## src/sv/iqlc_pkg.sv

```systemverilog
package iqlc_pkg;

    localparam int ADC_W   = 12;
    localparam int CODE_W  = 10;
    localparam int PWR_W   = 26;
    localparam int ITER_W  = 8;
    localparam int ANGLE_W = 6;
    localparam int DEG_W   = 9;
    localparam int SAMP_W  = 13;
    localparam int TRIG_W  = 17;
    localparam int NUM_W   = 30;
    localparam int DELTA_W = 8;
    localparam int CFG_IDX_W  = 2;
    localparam int CFG_DATA_W = 12;

    localparam logic [CFG_IDX_W-1:0] CFG_DAC_CENTER  = 2'd0;
    localparam logic [CFG_IDX_W-1:0] CFG_COMMON_MODE = 2'd1;
    localparam logic [CFG_IDX_W-1:0] CFG_ITERS       = 2'd2;

    localparam logic [CODE_W-1:0] RST_DAC_CENTER  = 10'd512;
    localparam logic [ADC_W-1:0]  RST_COMMON_MODE = 12'd1861;
    localparam logic [ITER_W-1:0] RST_ITERS       = 8'd50;
    localparam logic [PWR_W-1:0]  POWER_INIT      = 26'd33554432;
    localparam logic [CODE_W-1:0] CODE_MAX        = 10'd1023;

    // Operation decided for a beat when it is accepted.
    localparam logic [2:0] OP_IDLE    = 3'd0;
    localparam logic [2:0] OP_START   = 3'd1;
    localparam logic [2:0] OP_ADJUST  = 3'd2;
    localparam logic [2:0] OP_MEASURE = 3'd3;
    localparam logic [2:0] OP_LAST    = 3'd4;

    localparam logic [2:0] PH_IDLE     = 3'd0;
    localparam logic [2:0] PH_STARTED  = 3'd1;
    localparam logic [2:0] PH_ADJUSTED = 3'd2;
    localparam logic [2:0] PH_MEASURED = 3'd3;
    localparam logic [2:0] PH_FINISHED = 3'd4;

    // Division by 100 * 32768 = 25 * 2^17: shift by 17, then divide by 25
    // with a reciprocal multiply that is exact for 11-bit values.
    localparam int DIV_SHIFT = 17;
    localparam int RECIP_SH  = 16;
    localparam logic [11:0] RECIP_25 = 12'd2622;

    typedef struct packed {
        logic              action;
        logic [ADC_W-1:0]  adc_q;
        logic [ADC_W-1:0]  adc_i;
    } t_in_beat;

    typedef struct packed {
        logic [CODE_W-1:0] dac_q_pos;
        logic [CODE_W-1:0] dac_q_neg;
        logic [CODE_W-1:0] dac_i_pos;
        logic [CODE_W-1:0] dac_i_neg;
        logic [2:0]        phase;
        logic [PWR_W-1:0]  best_power;
    } t_out_beat;

    // sin(d) * 32768 rounded, d = 0..90 degrees.
    function automatic logic [15:0] sin_q15(input logic [6:0] d);
        logic [15:0] v;
        case (d)
            7'd0: v = 16'd0;         7'd1: v = 16'd572;       7'd2: v = 16'd1144;
            7'd3: v = 16'd1715;      7'd4: v = 16'd2286;      7'd5: v = 16'd2856;
            7'd6: v = 16'd3425;      7'd7: v = 16'd3993;      7'd8: v = 16'd4560;
            7'd9: v = 16'd5126;      7'd10: v = 16'd5690;     7'd11: v = 16'd6252;
            7'd12: v = 16'd6813;     7'd13: v = 16'd7371;     7'd14: v = 16'd7927;
            7'd15: v = 16'd8481;     7'd16: v = 16'd9032;     7'd17: v = 16'd9580;
            7'd18: v = 16'd10126;    7'd19: v = 16'd10668;    7'd20: v = 16'd11207;
            7'd21: v = 16'd11743;    7'd22: v = 16'd12275;    7'd23: v = 16'd12803;
            7'd24: v = 16'd13328;    7'd25: v = 16'd13848;    7'd26: v = 16'd14365;
            7'd27: v = 16'd14876;    7'd28: v = 16'd15384;    7'd29: v = 16'd15886;
            7'd30: v = 16'd16384;    7'd31: v = 16'd16877;    7'd32: v = 16'd17364;
            7'd33: v = 16'd17847;    7'd34: v = 16'd18324;    7'd35: v = 16'd18795;
            7'd36: v = 16'd19261;    7'd37: v = 16'd19720;    7'd38: v = 16'd20174;
            7'd39: v = 16'd20622;    7'd40: v = 16'd21063;    7'd41: v = 16'd21498;
            7'd42: v = 16'd21926;    7'd43: v = 16'd22348;    7'd44: v = 16'd22763;
            7'd45: v = 16'd23170;    7'd46: v = 16'd23571;    7'd47: v = 16'd23965;
            7'd48: v = 16'd24351;    7'd49: v = 16'd24730;    7'd50: v = 16'd25102;
            7'd51: v = 16'd25466;    7'd52: v = 16'd25822;    7'd53: v = 16'd26170;
            7'd54: v = 16'd26510;    7'd55: v = 16'd26842;    7'd56: v = 16'd27166;
            7'd57: v = 16'd27482;    7'd58: v = 16'd27789;    7'd59: v = 16'd28088;
            7'd60: v = 16'd28378;    7'd61: v = 16'd28660;    7'd62: v = 16'd28932;
            7'd63: v = 16'd29197;    7'd64: v = 16'd29452;    7'd65: v = 16'd29698;
            7'd66: v = 16'd29935;    7'd67: v = 16'd30163;    7'd68: v = 16'd30382;
            7'd69: v = 16'd30592;    7'd70: v = 16'd30792;    7'd71: v = 16'd30983;
            7'd72: v = 16'd31164;    7'd73: v = 16'd31336;    7'd74: v = 16'd31499;
            7'd75: v = 16'd31651;    7'd76: v = 16'd31795;    7'd77: v = 16'd31928;
            7'd78: v = 16'd32052;    7'd79: v = 16'd32166;    7'd80: v = 16'd32270;
            7'd81: v = 16'd32365;    7'd82: v = 16'd32449;    7'd83: v = 16'd32524;
            7'd84: v = 16'd32588;    7'd85: v = 16'd32643;    7'd86: v = 16'd32688;
            7'd87: v = 16'd32723;    7'd88: v = 16'd32748;    7'd89: v = 16'd32763;
            7'd90: v = 16'd32768;
            default: v = 16'd0;
        endcase
        return v;
    endfunction

    // Signed sine for an angle in 0..359 degrees, folded onto the quarter table.
    function automatic logic signed [TRIG_W-1:0] sin_deg(input logic [DEG_W-1:0] d);
        logic [DEG_W-1:0]        fold;
        logic                    neg;
        logic signed [TRIG_W-1:0] mag;
        if (d <= 9'd90) begin
            fold = d;
            neg  = 1'b0;
        end else if (d <= 9'd180) begin
            fold = 9'd180 - d;
            neg  = 1'b0;
        end else if (d <= 9'd270) begin
            fold = d - 9'd180;
            neg  = 1'b1;
        end else begin
            fold = 9'd360 - d;
            neg  = 1'b1;
        end
        mag = $signed({1'b0, sin_q15(fold[6:0])});
        return neg ? -mag : mag;
    endfunction

endpackage

```

## src/sv/iq_leakage_cancel_rotating_loop.sv

```systemverilog
// Carrier leakage cancellation loop. Each input beat is either a start command or one
// I/Q ADC sample pair. A start loads all four DAC codes (Q+, Q-, I+, I-) with dac_center
// and sweeps the angles below 360 in steps of 360/ANGLE_STEPS. Per angle it applies
// iters_per_angle adjust samples, each of which rotates the common-mode-free error
// vector by the angle, scales it by 1/100 and steers the code pairs (saturating to
// 0..1023), followed by one measure sample that keeps the codes with the lowest
// I^2+Q^2. After the last angle the best codes are driven and phase reports finished.
// Every input beat produces exactly one output beat. The block takes one beat per
// clock cycle while the output is not stalled. The beat is registered with its angle
// lookup when it is accepted, then passes the rotation-multiply and reciprocal-divide
// registers, and the code update then loads the output register from the divide register.
// Output stalls back up through these four registers, so the input stalls only when
// all four hold beats and the receiver is stalling. Configuration is written through
// a separate valid/ready port that is always ready and should only be used while no
// beat is in flight.
module iq_leakage_cancel_rotating_loop
    import iqlc_pkg::*;
#(
    parameter int ANGLE_STEPS = 8
) (
    input  logic                  i_clk,
    input  logic                  i_rst_n,
    input  logic                  i_valid,
    output logic                  o_stall,
    input  t_in_beat              i_data,
    output logic                  o_valid,
    input  logic                  i_stall,
    output t_out_beat             o_data,
    input  logic                  i_cfg_valid,
    output logic                  o_cfg_ready,
    input  logic [CFG_IDX_W-1:0]  i_cfg_index,
    input  logic [CFG_DATA_W-1:0] i_cfg_data
);

    // The angle step is an integer number of degrees; the sweep visits every
    // multiple of it below 360.
    localparam int STEP_INT  = 360 / ANGLE_STEPS;
    localparam int COUNT_INT = (360 + STEP_INT - 1) / STEP_INT;
    localparam logic [DEG_W-1:0]   STEP_DEG    = DEG_W'(STEP_INT);
    localparam logic [ANGLE_W:0]   ANGLE_COUNT = (ANGLE_W + 1)'(COUNT_INT);

    // Configuration registers.
    logic [CODE_W-1:0] r_center;
    logic [ADC_W-1:0]  r_cm;
    logic [ITER_W-1:0] r_iters;

    // Sweep control state, advanced as each beat is accepted.
    logic               r_running;
    logic [ITER_W-1:0]  r_iter;
    logic [ANGLE_W-1:0] r_angle_idx;
    logic [DEG_W-1:0]   r_angle_deg;
    logic               n_running;
    logic [ITER_W-1:0]  n_iter;
    logic [ANGLE_W-1:0] n_angle_idx;
    logic [DEG_W-1:0]   n_angle_deg;
    logic [2:0]         n_op;

    // Code state, updated as each result is written to the output register.
    logic [3:0][CODE_W-1:0] r_dac;
    logic [3:0][CODE_W-1:0] r_best;
    logic [PWR_W-1:0]       r_min_power;
    logic [3:0][CODE_W-1:0] n_dac;
    logic [3:0][CODE_W-1:0] n_best;
    logic [PWR_W-1:0]       n_min_power;
    logic [2:0]             n_phase;

    // Pipeline stage 1: offset-free samples and the trig values of the angle.
    logic                     r_v1;
    logic [2:0]               r_op1;
    logic signed [SAMP_W-1:0] r_q1;
    logic signed [SAMP_W-1:0] r_i1;
    logic signed [TRIG_W-1:0] r_sin1;
    logic signed [TRIG_W-1:0] r_cos1;

    // Stage 2: rotated numerators and the measured power.
    logic                    r_v2;
    logic [2:0]              r_op2;
    logic signed [NUM_W-1:0] r_num_i2;
    logic signed [NUM_W-1:0] r_num_q2;
    logic [PWR_W-1:0]        r_pwr2;

    // Stage 3: code steps after the divide by 100 * 32768.
    logic                      r_v3;
    logic [2:0]                r_op3;
    logic signed [DELTA_W-1:0] r_di3;
    logic signed [DELTA_W-1:0] r_dq3;
    logic [PWR_W-1:0]          r_pwr3;

    // Output register.
    logic      r_ov;
    t_out_beat r_out;

    // Per-stage flow control; a stage moves on when the next one is empty or moving.
    logic out_ready;
    logic ready3;
    logic ready2;
    logic ready1;
    logic in_take;
    logic load_out;

    assign out_ready = !r_ov || !i_stall;
    assign ready3    = !r_v3 || out_ready;
    assign ready2    = !r_v2 || ready3;
    assign ready1    = !r_v1 || ready2;
    assign o_stall   = !ready1;
    assign in_take   = i_valid && ready1;
    assign load_out  = r_v3 && out_ready;

    assign o_cfg_ready = 1'b1;
    assign o_valid     = r_ov;
    assign o_data      = r_out;

    always_ff @(posedge i_clk) begin
        if (!i_rst_n) begin
            r_center <= RST_DAC_CENTER;
            r_cm     <= RST_COMMON_MODE;
            r_iters  <= RST_ITERS;
        end else if (i_cfg_valid) begin
            case (i_cfg_index)
                CFG_DAC_CENTER:  r_center <= i_cfg_data[CODE_W-1:0];
                CFG_COMMON_MODE: r_cm     <= i_cfg_data[ADC_W-1:0];
                CFG_ITERS:       r_iters  <= i_cfg_data[ITER_W-1:0];
                default: ;
            endcase
        end
    end

    // Decide what the incoming beat does from its action bit, the sweep counters and the
    // iteration setting; it is settled here and the datapath just follows it.
    always_comb begin
        n_running   = r_running;
        n_iter      = r_iter;
        n_angle_idx = r_angle_idx;
        n_angle_deg = r_angle_deg;
        n_op        = OP_IDLE;
        if (i_data.action) begin
            n_running   = 1'b1;
            n_iter      = '0;
            n_angle_idx = '0;
            n_angle_deg = '0;
            n_op        = OP_START;
        end else if (!r_running) begin
            n_op = OP_IDLE;
        end else if (r_iter < r_iters) begin
            n_iter = r_iter + 1'b1;
            n_op   = OP_ADJUST;
        end else begin
            n_iter = '0;
            if ({1'b0, r_angle_idx} + 1'b1 >= ANGLE_COUNT) begin
                n_running   = 1'b0;
                n_angle_idx = '0;
                n_angle_deg = '0;
                n_op        = OP_LAST;
            end else begin
                n_angle_idx = r_angle_idx + 1'b1;
                n_angle_deg = r_angle_deg + STEP_DEG;
                n_op        = OP_MEASURE;
            end
        end
    end

    always_ff @(posedge i_clk) begin
        if (!i_rst_n) begin
            r_running   <= 1'b0;
            r_iter      <= '0;
            r_angle_idx <= '0;
            r_angle_deg <= '0;
        end else if (in_take) begin
            r_running   <= n_running;
            r_iter      <= n_iter;
            r_angle_idx <= n_angle_idx;
            r_angle_deg <= n_angle_deg;
        end
    end

    // Stage 1 inputs: cosine is the sine of the angle plus 90 degrees.
    logic [DEG_W:0]   cos_sum;
    logic [DEG_W-1:0] cos_deg;

    assign cos_sum = {1'b0, r_angle_deg} + 10'd90;
    assign cos_deg = (cos_sum >= 10'd360) ? DEG_W'(cos_sum - 10'd360) : cos_sum[DEG_W-1:0];

    always_ff @(posedge i_clk) begin
        if (ready1) begin
            r_op1  <= n_op;
            r_q1   <= $signed({1'b0, i_data.adc_q}) - $signed({1'b0, r_cm});
            r_i1   <= $signed({1'b0, i_data.adc_i}) - $signed({1'b0, r_cm});
            r_sin1 <= sin_deg(r_angle_deg);
            r_cos1 <= sin_deg(cos_deg);
        end
    end

    // Stage 2: rotation and power. Each product fits well inside NUM_W bits.
    logic signed [NUM_W-1:0]    prod_ic;
    logic signed [NUM_W-1:0]    prod_qs;
    logic signed [NUM_W-1:0]    prod_qc;
    logic signed [NUM_W-1:0]    prod_is;
    logic signed [2*SAMP_W-1:0] sq_q;
    logic signed [2*SAMP_W-1:0] sq_i;

    assign prod_ic = NUM_W'(r_i1) * NUM_W'(r_cos1);
    assign prod_qs = NUM_W'(r_q1) * NUM_W'(r_sin1);
    assign prod_qc = NUM_W'(r_q1) * NUM_W'(r_cos1);
    assign prod_is = NUM_W'(r_i1) * NUM_W'(r_sin1);
    assign sq_q    = r_q1 * r_q1;
    assign sq_i    = r_i1 * r_i1;

    always_ff @(posedge i_clk) begin
        if (ready2) begin
            r_op2    <= r_op1;
            r_num_i2 <= prod_ic + prod_qs;
            r_num_q2 <= prod_qc - prod_is;
            r_pwr2   <= PWR_W'(sq_q) + PWR_W'(sq_i);
        end
    end

    // Stage 3: divide by 100 * 32768, truncating toward zero. The magnitude is
    // below 2^28, so after the shift an 11-bit value is divided by 25.
    function automatic logic signed [DELTA_W-1:0] div_step(
        input logic signed [NUM_W-1:0] num
    );
        logic [NUM_W-1:0] mag;
        logic [10:0]      hi;
        logic [22:0]      prod;
        logic [6:0]       quo;
        mag  = num[NUM_W-1] ? NUM_W'(-num) : NUM_W'(num);
        hi   = mag[DIV_SHIFT+10:DIV_SHIFT];
        prod = 23'(hi) * 23'(RECIP_25);
        quo  = prod[RECIP_SH+6:RECIP_SH];
        return num[NUM_W-1] ? -$signed({1'b0, quo}) : $signed({1'b0, quo});
    endfunction

    always_ff @(posedge i_clk) begin
        if (ready3) begin
            r_op3  <= r_op2;
            r_di3  <= div_step(r_num_i2);
            r_dq3  <= div_step(r_num_q2);
            r_pwr3 <= r_pwr2;
        end
    end

    // Step a code by a signed amount and clamp it to the DAC range.
    function automatic logic [CODE_W-1:0] step_code(
        input logic [CODE_W-1:0]         code,
        input logic signed [DELTA_W-1:0] d,
        input logic                      sub
    );
        logic signed [CODE_W+1:0] ext;
        logic signed [CODE_W+1:0] sum;
        ext = (CODE_W + 2)'(d);
        sum = $signed({2'b00, code}) + (sub ? -ext : ext);
        if (sum < 0) begin
            return '0;
        end else if (sum > $signed({2'b00, CODE_MAX})) begin
            return CODE_MAX;
        end else begin
            return sum[CODE_W-1:0];
        end
    endfunction

    // Final stage: code update and best-power tracking.
    always_comb begin
        n_dac       = r_dac;
        n_best      = r_best;
        n_min_power = r_min_power;
        n_phase     = PH_IDLE;
        case (r_op3)
            OP_START: begin
                n_dac       = {4{r_center}};
                n_best      = {4{r_center}};
                n_min_power = POWER_INIT;
                n_phase     = PH_STARTED;
            end
            OP_ADJUST: begin
                n_dac[0] = step_code(r_dac[0], r_dq3, 1'b0);
                n_dac[1] = step_code(r_dac[1], r_dq3, 1'b1);
                n_dac[2] = step_code(r_dac[2], r_di3, 1'b0);
                n_dac[3] = step_code(r_dac[3], r_di3, 1'b1);
                n_phase  = PH_ADJUSTED;
            end
            OP_MEASURE, OP_LAST: begin
                if (r_pwr3 < r_min_power) begin
                    n_min_power = r_pwr3;
                    n_best      = r_dac;
                end
                if (r_op3 == OP_LAST) begin
                    n_dac   = n_best;
                    n_phase = PH_FINISHED;
                end else begin
                    n_phase = PH_MEASURED;
                end
            end
            default: begin
                n_phase = PH_IDLE;
            end
        endcase
    end

    always_ff @(posedge i_clk) begin
        if (!i_rst_n) begin
            r_dac       <= '0;
            r_best      <= '0;
            r_min_power <= POWER_INIT;
        end else if (load_out) begin
            r_dac       <= n_dac;
            r_best      <= n_best;
            r_min_power <= n_min_power;
        end
    end

    always_ff @(posedge i_clk) begin
        if (load_out) begin
            r_out.dac_q_pos  <= n_dac[0];
            r_out.dac_q_neg  <= n_dac[1];
            r_out.dac_i_pos  <= n_dac[2];
            r_out.dac_i_neg  <= n_dac[3];
            r_out.phase      <= n_phase;
            r_out.best_power <= n_min_power;
        end
    end

    always_ff @(posedge i_clk) begin
        if (!i_rst_n) begin
            r_v1 <= 1'b0;
            r_v2 <= 1'b0;
            r_v3 <= 1'b0;
            r_ov <= 1'b0;
        end else begin
            if (ready1) begin
                r_v1 <= in_take;
            end
            if (ready2) begin
                r_v2 <= r_v1;
            end
            if (ready3) begin
                r_v3 <= r_v2;
            end
            if (out_ready) begin
                r_ov <= r_v3;
            end
        end
    end

    // The angle counter and the degree accumulator stay in step and in range.
    a_angle_track: assert property (@(posedge i_clk) disable iff (!i_rst_n)
        ({1'b0, r_angle_idx} < ANGLE_COUNT) &&
        (32'(r_angle_deg) == 32'(r_angle_idx) * 32'(STEP_INT)))
        else $error("angle index and angle degrees disagree");

    // The best power only falls, except when a start reloads it.
    a_power_monotone: assert property (@(posedge i_clk) disable iff (!i_rst_n)
        (load_out && r_op3 != OP_START) |=> (r_min_power <= $past(r_min_power)))
        else $error("best power increased without a start");

    // At the end of a sweep the driven codes are the best codes.
    a_finish_codes: assert property (@(posedge i_clk) disable iff (!i_rst_n)
        (load_out && r_op3 == OP_LAST) |=> (r_dac == r_best))
        else $error("finish did not load best codes");

    // Back-pressure reaches the input only when every stage is full.
    a_stall_full: assert property (@(posedge i_clk) disable iff (!i_rst_n)
        o_stall |-> (r_v1 && r_v2 && r_v3 && r_ov && i_stall))
        else $error("input stalled while the pipeline has room");

endmodule
```

## config.mk

```make
export PLATFORM = sky130hd
export DESIGN_NAME = iq_leakage_cancel_rotating_loop
export DESIGN_NICKNAME = d
export VERILOG_FILES = /design/src/sv/iqlc_pkg.sv /design/src/sv/iq_leakage_cancel_rotating_loop.sv
export SDC_FILE = /design/constraint.sdc
export NUM_CORES = 2
export LEC_CHECK = 0
export BUFFER_PORTS_ARGS = -buffer_cell sky130_fd_sc_hd__buf_2
export CAP_MARGIN = 25
export CORE_UTILIZATION = 44
export CTS_CLUSTER_SIZE = 24
export DETAILED_ROUTE_END_ITERATION = 12
export PLACE_DENSITY_LB_ADDON = 0.05
export SLEW_MARGIN = 20
export SYNTH_ARGS = -nofsm -noshare
export SYNTH_HDL_FRONTEND = slang
export SYNTH_SLANG_ARGS = --single-unit
```

## constraint.sdc

```tcl
create_clock -name i_clk -period 7 [get_ports i_clk]
set_input_delay 0.35 -clock i_clk [delete_from_list [all_inputs] [get_ports i_clk]]
set_output_delay 0.35 -clock i_clk [all_outputs]
set_load 0.02 [all_outputs]
```

# [Word level (Yosys, flattened, before mapping)]
# Memory sizes are Yosys's and may differ from the RTL's.
# Index checks and enable logic that the tools add are counted.
[totals] reg_bits=430 latch_bits=0 ram_bits=0 rom_bits=4096 input_bits=44 output_inout_bits=72 wordCells=191 memories=2
[memory_table] name="(no name shown)" depth=128 word_bits=16 read_ports=1 rd_ports_with_merged_regs=0 wr=0 line="iqlc_pkg.sv:63" text="case (d)"
[memory_table] name="(no name shown)" depth=128 word_bits=16 read_ports=1 rd_ports_with_merged_regs=0 wr=0 line="iqlc_pkg.sv:63"
[op_classes] addsub=29 multipliers=8 div=0 magnitude_cmp=18 n_eq_ne=7 shift=0 muxes=57 n_bitwise=1 reduce_logical=24
[op_table] op="$mul A13 B17 Y30" count=4
[op_table] op="$pmux W40 S3" count=1
[op_table] op="$mux W10" count=8
[op_table] op="$mux W40" count=2
[op_table] op="$pmux W40 S2" count=1
[op_table] op="$mux W7" count=10
[op_table] op="$mux W16" count=4
[op_table] op="$mux W28" count=2
[op_table] op="$neg A28 Y28" count=2
[op_table] op="$mul A13 B13 Y26" count=2
[op_table] op="$pmux W26 S2" count=1
[op_table] op="$gt A12 B11 Y1 const B" count=4
[op_table] op="$lt A12 B1 Y1 const B" count=4
[op_table] op="$mux W9" count=5
[op_table] op="$mul A11 B11 Y22 const B" count=2
[op_table] op="$neg A16 Y17" count=2
[op_table] op="$add A30 B30 Y30" count=1
[op_table] op="$sub A30 B30 Y30" count=1
[op_table] op="$add A26 B26 Y26" count=1
[op_table] op="$lt A26 B26 Y1" count=1
[op_table] op="$mux W26" count=1
[op_table] op="$sub A12 B12 Y13" count=2
[op_table] op="$add A11 B12 Y12" count=2
[op_table] op="$add A11 B8 Y12" count=2
[op_table] op="39 further kinds" count=79

# [Logic depth before layout (Yosys ltp)]
# An unclocked memory read counts as a cell.
[logic_depth] ltp_word=12 depth_mapped=37 ltp_nobuf=37

# [Worst setup path before layout]
# No wires, ideal clock.
[synth_timing] path_kind="register to register" start="reg r_num_i2[6]" end="reg r_di3[6], data pin" setup_time_ps=132 arrival_ps=7228 required_ps=6868 setup_slack_ps=-360 stages_incl_launch_ff=34 n_path_buf=0 period_less_slack_ps=7360 cell_sequence="edfxtp_1 nor4_1 nand4_1 or4_1 nor3_1 nand2b_1 or4_1 nand2_1 xnor2_1 inv_1 fa_1 inv_1 ha_1 fa_1 inv_1 fa_1 fa_1 inv_1 ha_1 o21a_1 o21a_1 o21a_1 nor2_1 o211ai_1 o21ai_0 nand2b_1 xnor2_1 ha_1 nand3_1 or3_1 a21boi_0 a221oi_1 or3_1 nand2_1"
[synth_between] elab_chain_cells=5
[synth_lines] item="start: declaration" line="iq_leakage_cancel_rotating_loop.sv:78" text="logic signed [NUM_W-1:0] r_num_i2;"
[synth_lines] item="start signal: assignment" line="iq_leakage_cancel_rotating_loop.sv:211" text="r_num_i2 <= prod_ic + prod_qs;"
[synth_lines] item="$neg A28 Y28 (*)" line="iq_leakage_cancel_rotating_loop.sv:226" text="mag = num[NUM_W-1] ? NUM_W'(-num) : NUM_W'(num);"
[synth_lines] item="$mux W28 (*)" line="iq_leakage_cancel_rotating_loop.sv:226"
[synth_lines] item="$mul A11 B11 Y22 (*)" line="iq_leakage_cancel_rotating_loop.sv:228" text="prod = 23'(hi) * 23'(RECIP_25);"
[synth_lines] item="$neg A7 Y8" line="iq_leakage_cancel_rotating_loop.sv:230" text="return num[NUM_W-1] ? -$signed({1'b0, quo}) : $signed({1'b0, quo});"
[synth_lines] item="$mux W7 (*)" line="iq_leakage_cancel_rotating_loop.sv:230"
[synth_lines] item="end signal: assignment" line="iq_leakage_cancel_rotating_loop.sv:236" text="r_di3 <= div_step(r_num_i2);"
[synth_lines] item="end: declaration" line="iq_leakage_cancel_rotating_loop.sv:85" text="logic signed [DELTA_W-1:0] r_di3;"
# Every way passes the cells marked *; elsewhere a longest branch is shown, timed or not.
# A chain may end at the register's enable or synchronous reset.

# [Worst setup path in the final report]
[layout_timing] start="reg r_num_i2[6]" end="reg r_di3[7], data pin"
[layout_between] elab_chain_cells=4
[layout_lines] item="$neg A28 Y28" line="iq_leakage_cancel_rotating_loop.sv:226"
[layout_lines] item="$mux W28" line="iq_leakage_cancel_rotating_loop.sv:226"
[layout_lines] item="$mul A11 B11 Y22" line="iq_leakage_cancel_rotating_loop.sv:228"
[layout_lines] item="$neg A7 Y8" line="iq_leakage_cancel_rotating_loop.sv:230"
# Every way passes these cells.

==> out/metrics.cfg <==
[logic_synthesis]
yosys.cell_count.top_type = inv_1
yosys_warnings = 0
async_flop_share = 0
synth_area_leaders = fa_1 36%, ha_1 11%, edfxtp_1 10%
syn-cell-area_um2 = 75660
synth_area_leader_cell = fa_1
synth_fp_nets = 10150
syn_area_per_cell_um2 = 9.381
synth-edff-count = 264
ys_types = 126
synth_common_cells = 1646 x inv_1, 1364 x fa_1, 840 x nand2_1
ys.flop_type = edfxtp_1
synth_top_area_frac = 0.3609
synth-seq-cells = 428
yosysSeqAreaShare = 0.1482
syn_inst = 8066

[final_layout]
utilization = 0.5152
area_delta_synth_final_pct = 15.79
multi_input_area_um2 = 58370
fin_nets = 10640
drive_gt1_frac = 0.1503
fillers = 15830
area.sequential_um2 = 11210

[global_route]
grt_max_degree = 75
grt_pass1_wl_um = 350900
antenna_found_initial = 7
gr-total-overflow = 0
grtUsageTotal = 0.2588
grt_pass1_vias = 61460

[critical_path]
worst-setup-path-type = flip-flop to flip-flop
cp.required_ps = 7420
cp_slowest_stage_delay_ps = 550
cp-start-kind = flip-flop
cp_slowest_cell = fa_1
cp_common_cell = fa_1
cp.arrival_ps = 7980
critical_path.max_fanout = 6
cp-end-kind = flip-flop

[floorplanning]
rows = 151
core_area_um2 = 170000
die_x_um = 416.7
die_area_um2 = 173600
num_io_pins = 116
initial_core_util = 0.4450
die_h_um = 416.7

[detailed_routing]
routed_wl_um = 222400
route.detailed.drc = 0
vias = 57830
drt-initial-drc-count = 3711
routed_via_density = 5.343
drtAntennaViolNets = 0
avgRoutedWirePerCell_um = 20.55
dr.pass1.iters = 6

[sta]
fmax_mhz = 132.2
post-route-period-util = 1.081
hold_slack_ps = 43.36
fin_crit_ps = 7564
hold_violations = 0
slew_violations = 0
final.setup.worst_slack_ps = -564.2
clock_skew_ps = 63.54
worst_pin_slew_ps = 1079
finalSetupViolations = 19
rsz0062_at_grt = true
max_slew_margin = 0.2787

[run]
max-cap-violations = 0

[clock_tree]
clkTransAtPathRegs_ps = 60
numCtsBuffers = 54
cts-root-buf = clkbuf_16
cts.htree.levels = 2
clock_sinks = 428
clock_latency_ps = 680
cts_tree = done
clk_path_buf_depth = 3

[placement]
post-dp-hpwl_um = 179300
gp_congestion = 0.9045
port_buffers = 114

[hold_path]
min-delay-path-class = input pin to flip-flop

[run_status]
outcome = finished, violations left
violations = setup timing

[sequential cells by signal (all words and copies together), names as in the netlist, 3 cells and up]
signal,flops
r_pwr2,26
r_cm,12
r_di3,8
r_best,40
r_angle_deg,9
r_i1,13
r_dac,40
r_op3,3
o_data,69
r_op1,3
r_sin1,17
r_iter,8
r_angle_idx,6
r_num_i2,29
r_dq3,8
r_q1,13
r_cos1,17
r_num_q2,29
r_iters,8
r_pwr3,26
r_op2,3
r_min_power,26
r_center,10
[cell usage in the layout, fill, tap and decap left out, types with 27 or more instances in the layout]
master     count
o2bb2ai_1     34
ha_1         639
a21oi_1      331
xor2_1        69
nor2b_1       68
o22ai_1       50
a31oi_1       35
fa_1        1355
xnor2_1      175
inv_2         41
a221oi_1      42
a22o_1        50
nor2_1       268
and3_1        27
buf_2        114
o211ai_1      39
o21a_1        35
dfxtp_1      164
buf_6         48
a21oi_2       31
ha_4          28
nand2b_1      76
or3_1         29
edfxtp_1     264
buf_12        63
inv_1       1604
and2_1       336
nor3_1        56
a21o_1        81
o21ai_0      240
nand2_1      815
o21bai_1      34
buf_4        590
clkbuf_16     59
nand3_1       63
[stage by stage]
| step | area [um^2] | cells | setup TNS [ps] | setup slack [ps] |
|---|---|---|---|---|
| detailed placement | 83120 | 10620 | -11360 | -897.5 |
| global placement | 83090 | 10620 | -8771 | -894.2 |
| global route | 87610 | 10820 | -11400 | -907.7 |
| CTS | 86350 | 10780 | -4379 | -542.8 |
| floorplan | 75850 | 8066 | -41.64 | -41.64 |
| finish | 87610 | 10820 | -3988 | -564.2 |
[per-layer routing]
layer / routed length (um) / up-vias / track usage
met5: 31 / - / 0
met4: 6432 / 4 / 0.06935
met3: 9093 / 314 / 0.02261
met2: 109900 / 1408 / 0.4498
met1: 97000 / 29480 / 0.3457
li1: - / 26630 / -
[critical path, delay by kind of cell, from the launching register on]
| family | cells | cell delay, ps |
|---|---|---|
| buf+inv | 4 | 430 |
| compound gates | 4 | 1250 |
| simple gates | 10 | 2450 |
| fa+ha+maj | 6 | 2480 |
| xor+xnor | 2 | 330 |
| flops | 1 | 390 |
[kinds of logic after synthesis]
logic type,Yosys count,share of synthesized area
fa+ha+maj,2036,0.4720
compound gates,1340,0.1199
xor+xnor,274,0.03172
flops,428,0.1482
simple gates,1902,0.1203
buf+inv,2055,0.1036
other cells,1,0.00004956
mux,30,0.004316
[final timing paths]
check | from | endpoint | slack, ps | depth (start not counted)
setup / recovery | r_num_i2[6]$_DFFE_PP_ | r_di3[7]$_SDFFCE_PN0P_ | -560 | 26
hold / removal | i_cfg_data[5] | r_cm[5]$_SDFFE_PN0P_ | 40 | 3
setup reg to reg | r_num_i2[6]$_DFFE_PP_ | r_di3[7]$_SDFFCE_PN0P_ | -560 | 26
hold reg to reg | r_pwr2[6]$_DFFE_PP_ | r_pwr3[6]$_DFFE_PP_ | 410 | 0
[repair_timing]
action,CTS,global route
cloned,3,2
hold buffers,9,0
pin swaps,96,163
buffers inserted,44,51
endpoints found under the setup margin,35,40
endpoints found under the hold margin,10,0
gates resized for setup,177,211
[final cells by class]
| cell class | count | share of cell area |
|---|---|---|
| antenna | 4 | 0.0001142 |
| clock buffer | 74 | 0.01797 |
| clock inverter | 28 | 0.004070 |
| inverter | 1653 | 0.07093 |
| multi-input combinational | 5583 | 0.6662 |
| sequential | 428 | 0.1280 |
| tap | 2218 | 0.03168 |
| timing repair buffer | 835 | 0.08109 |
Power is left out: the tool's default activity adds up to more than one toggle a clock period on the data nets, which glitch-free logic cannot reach.
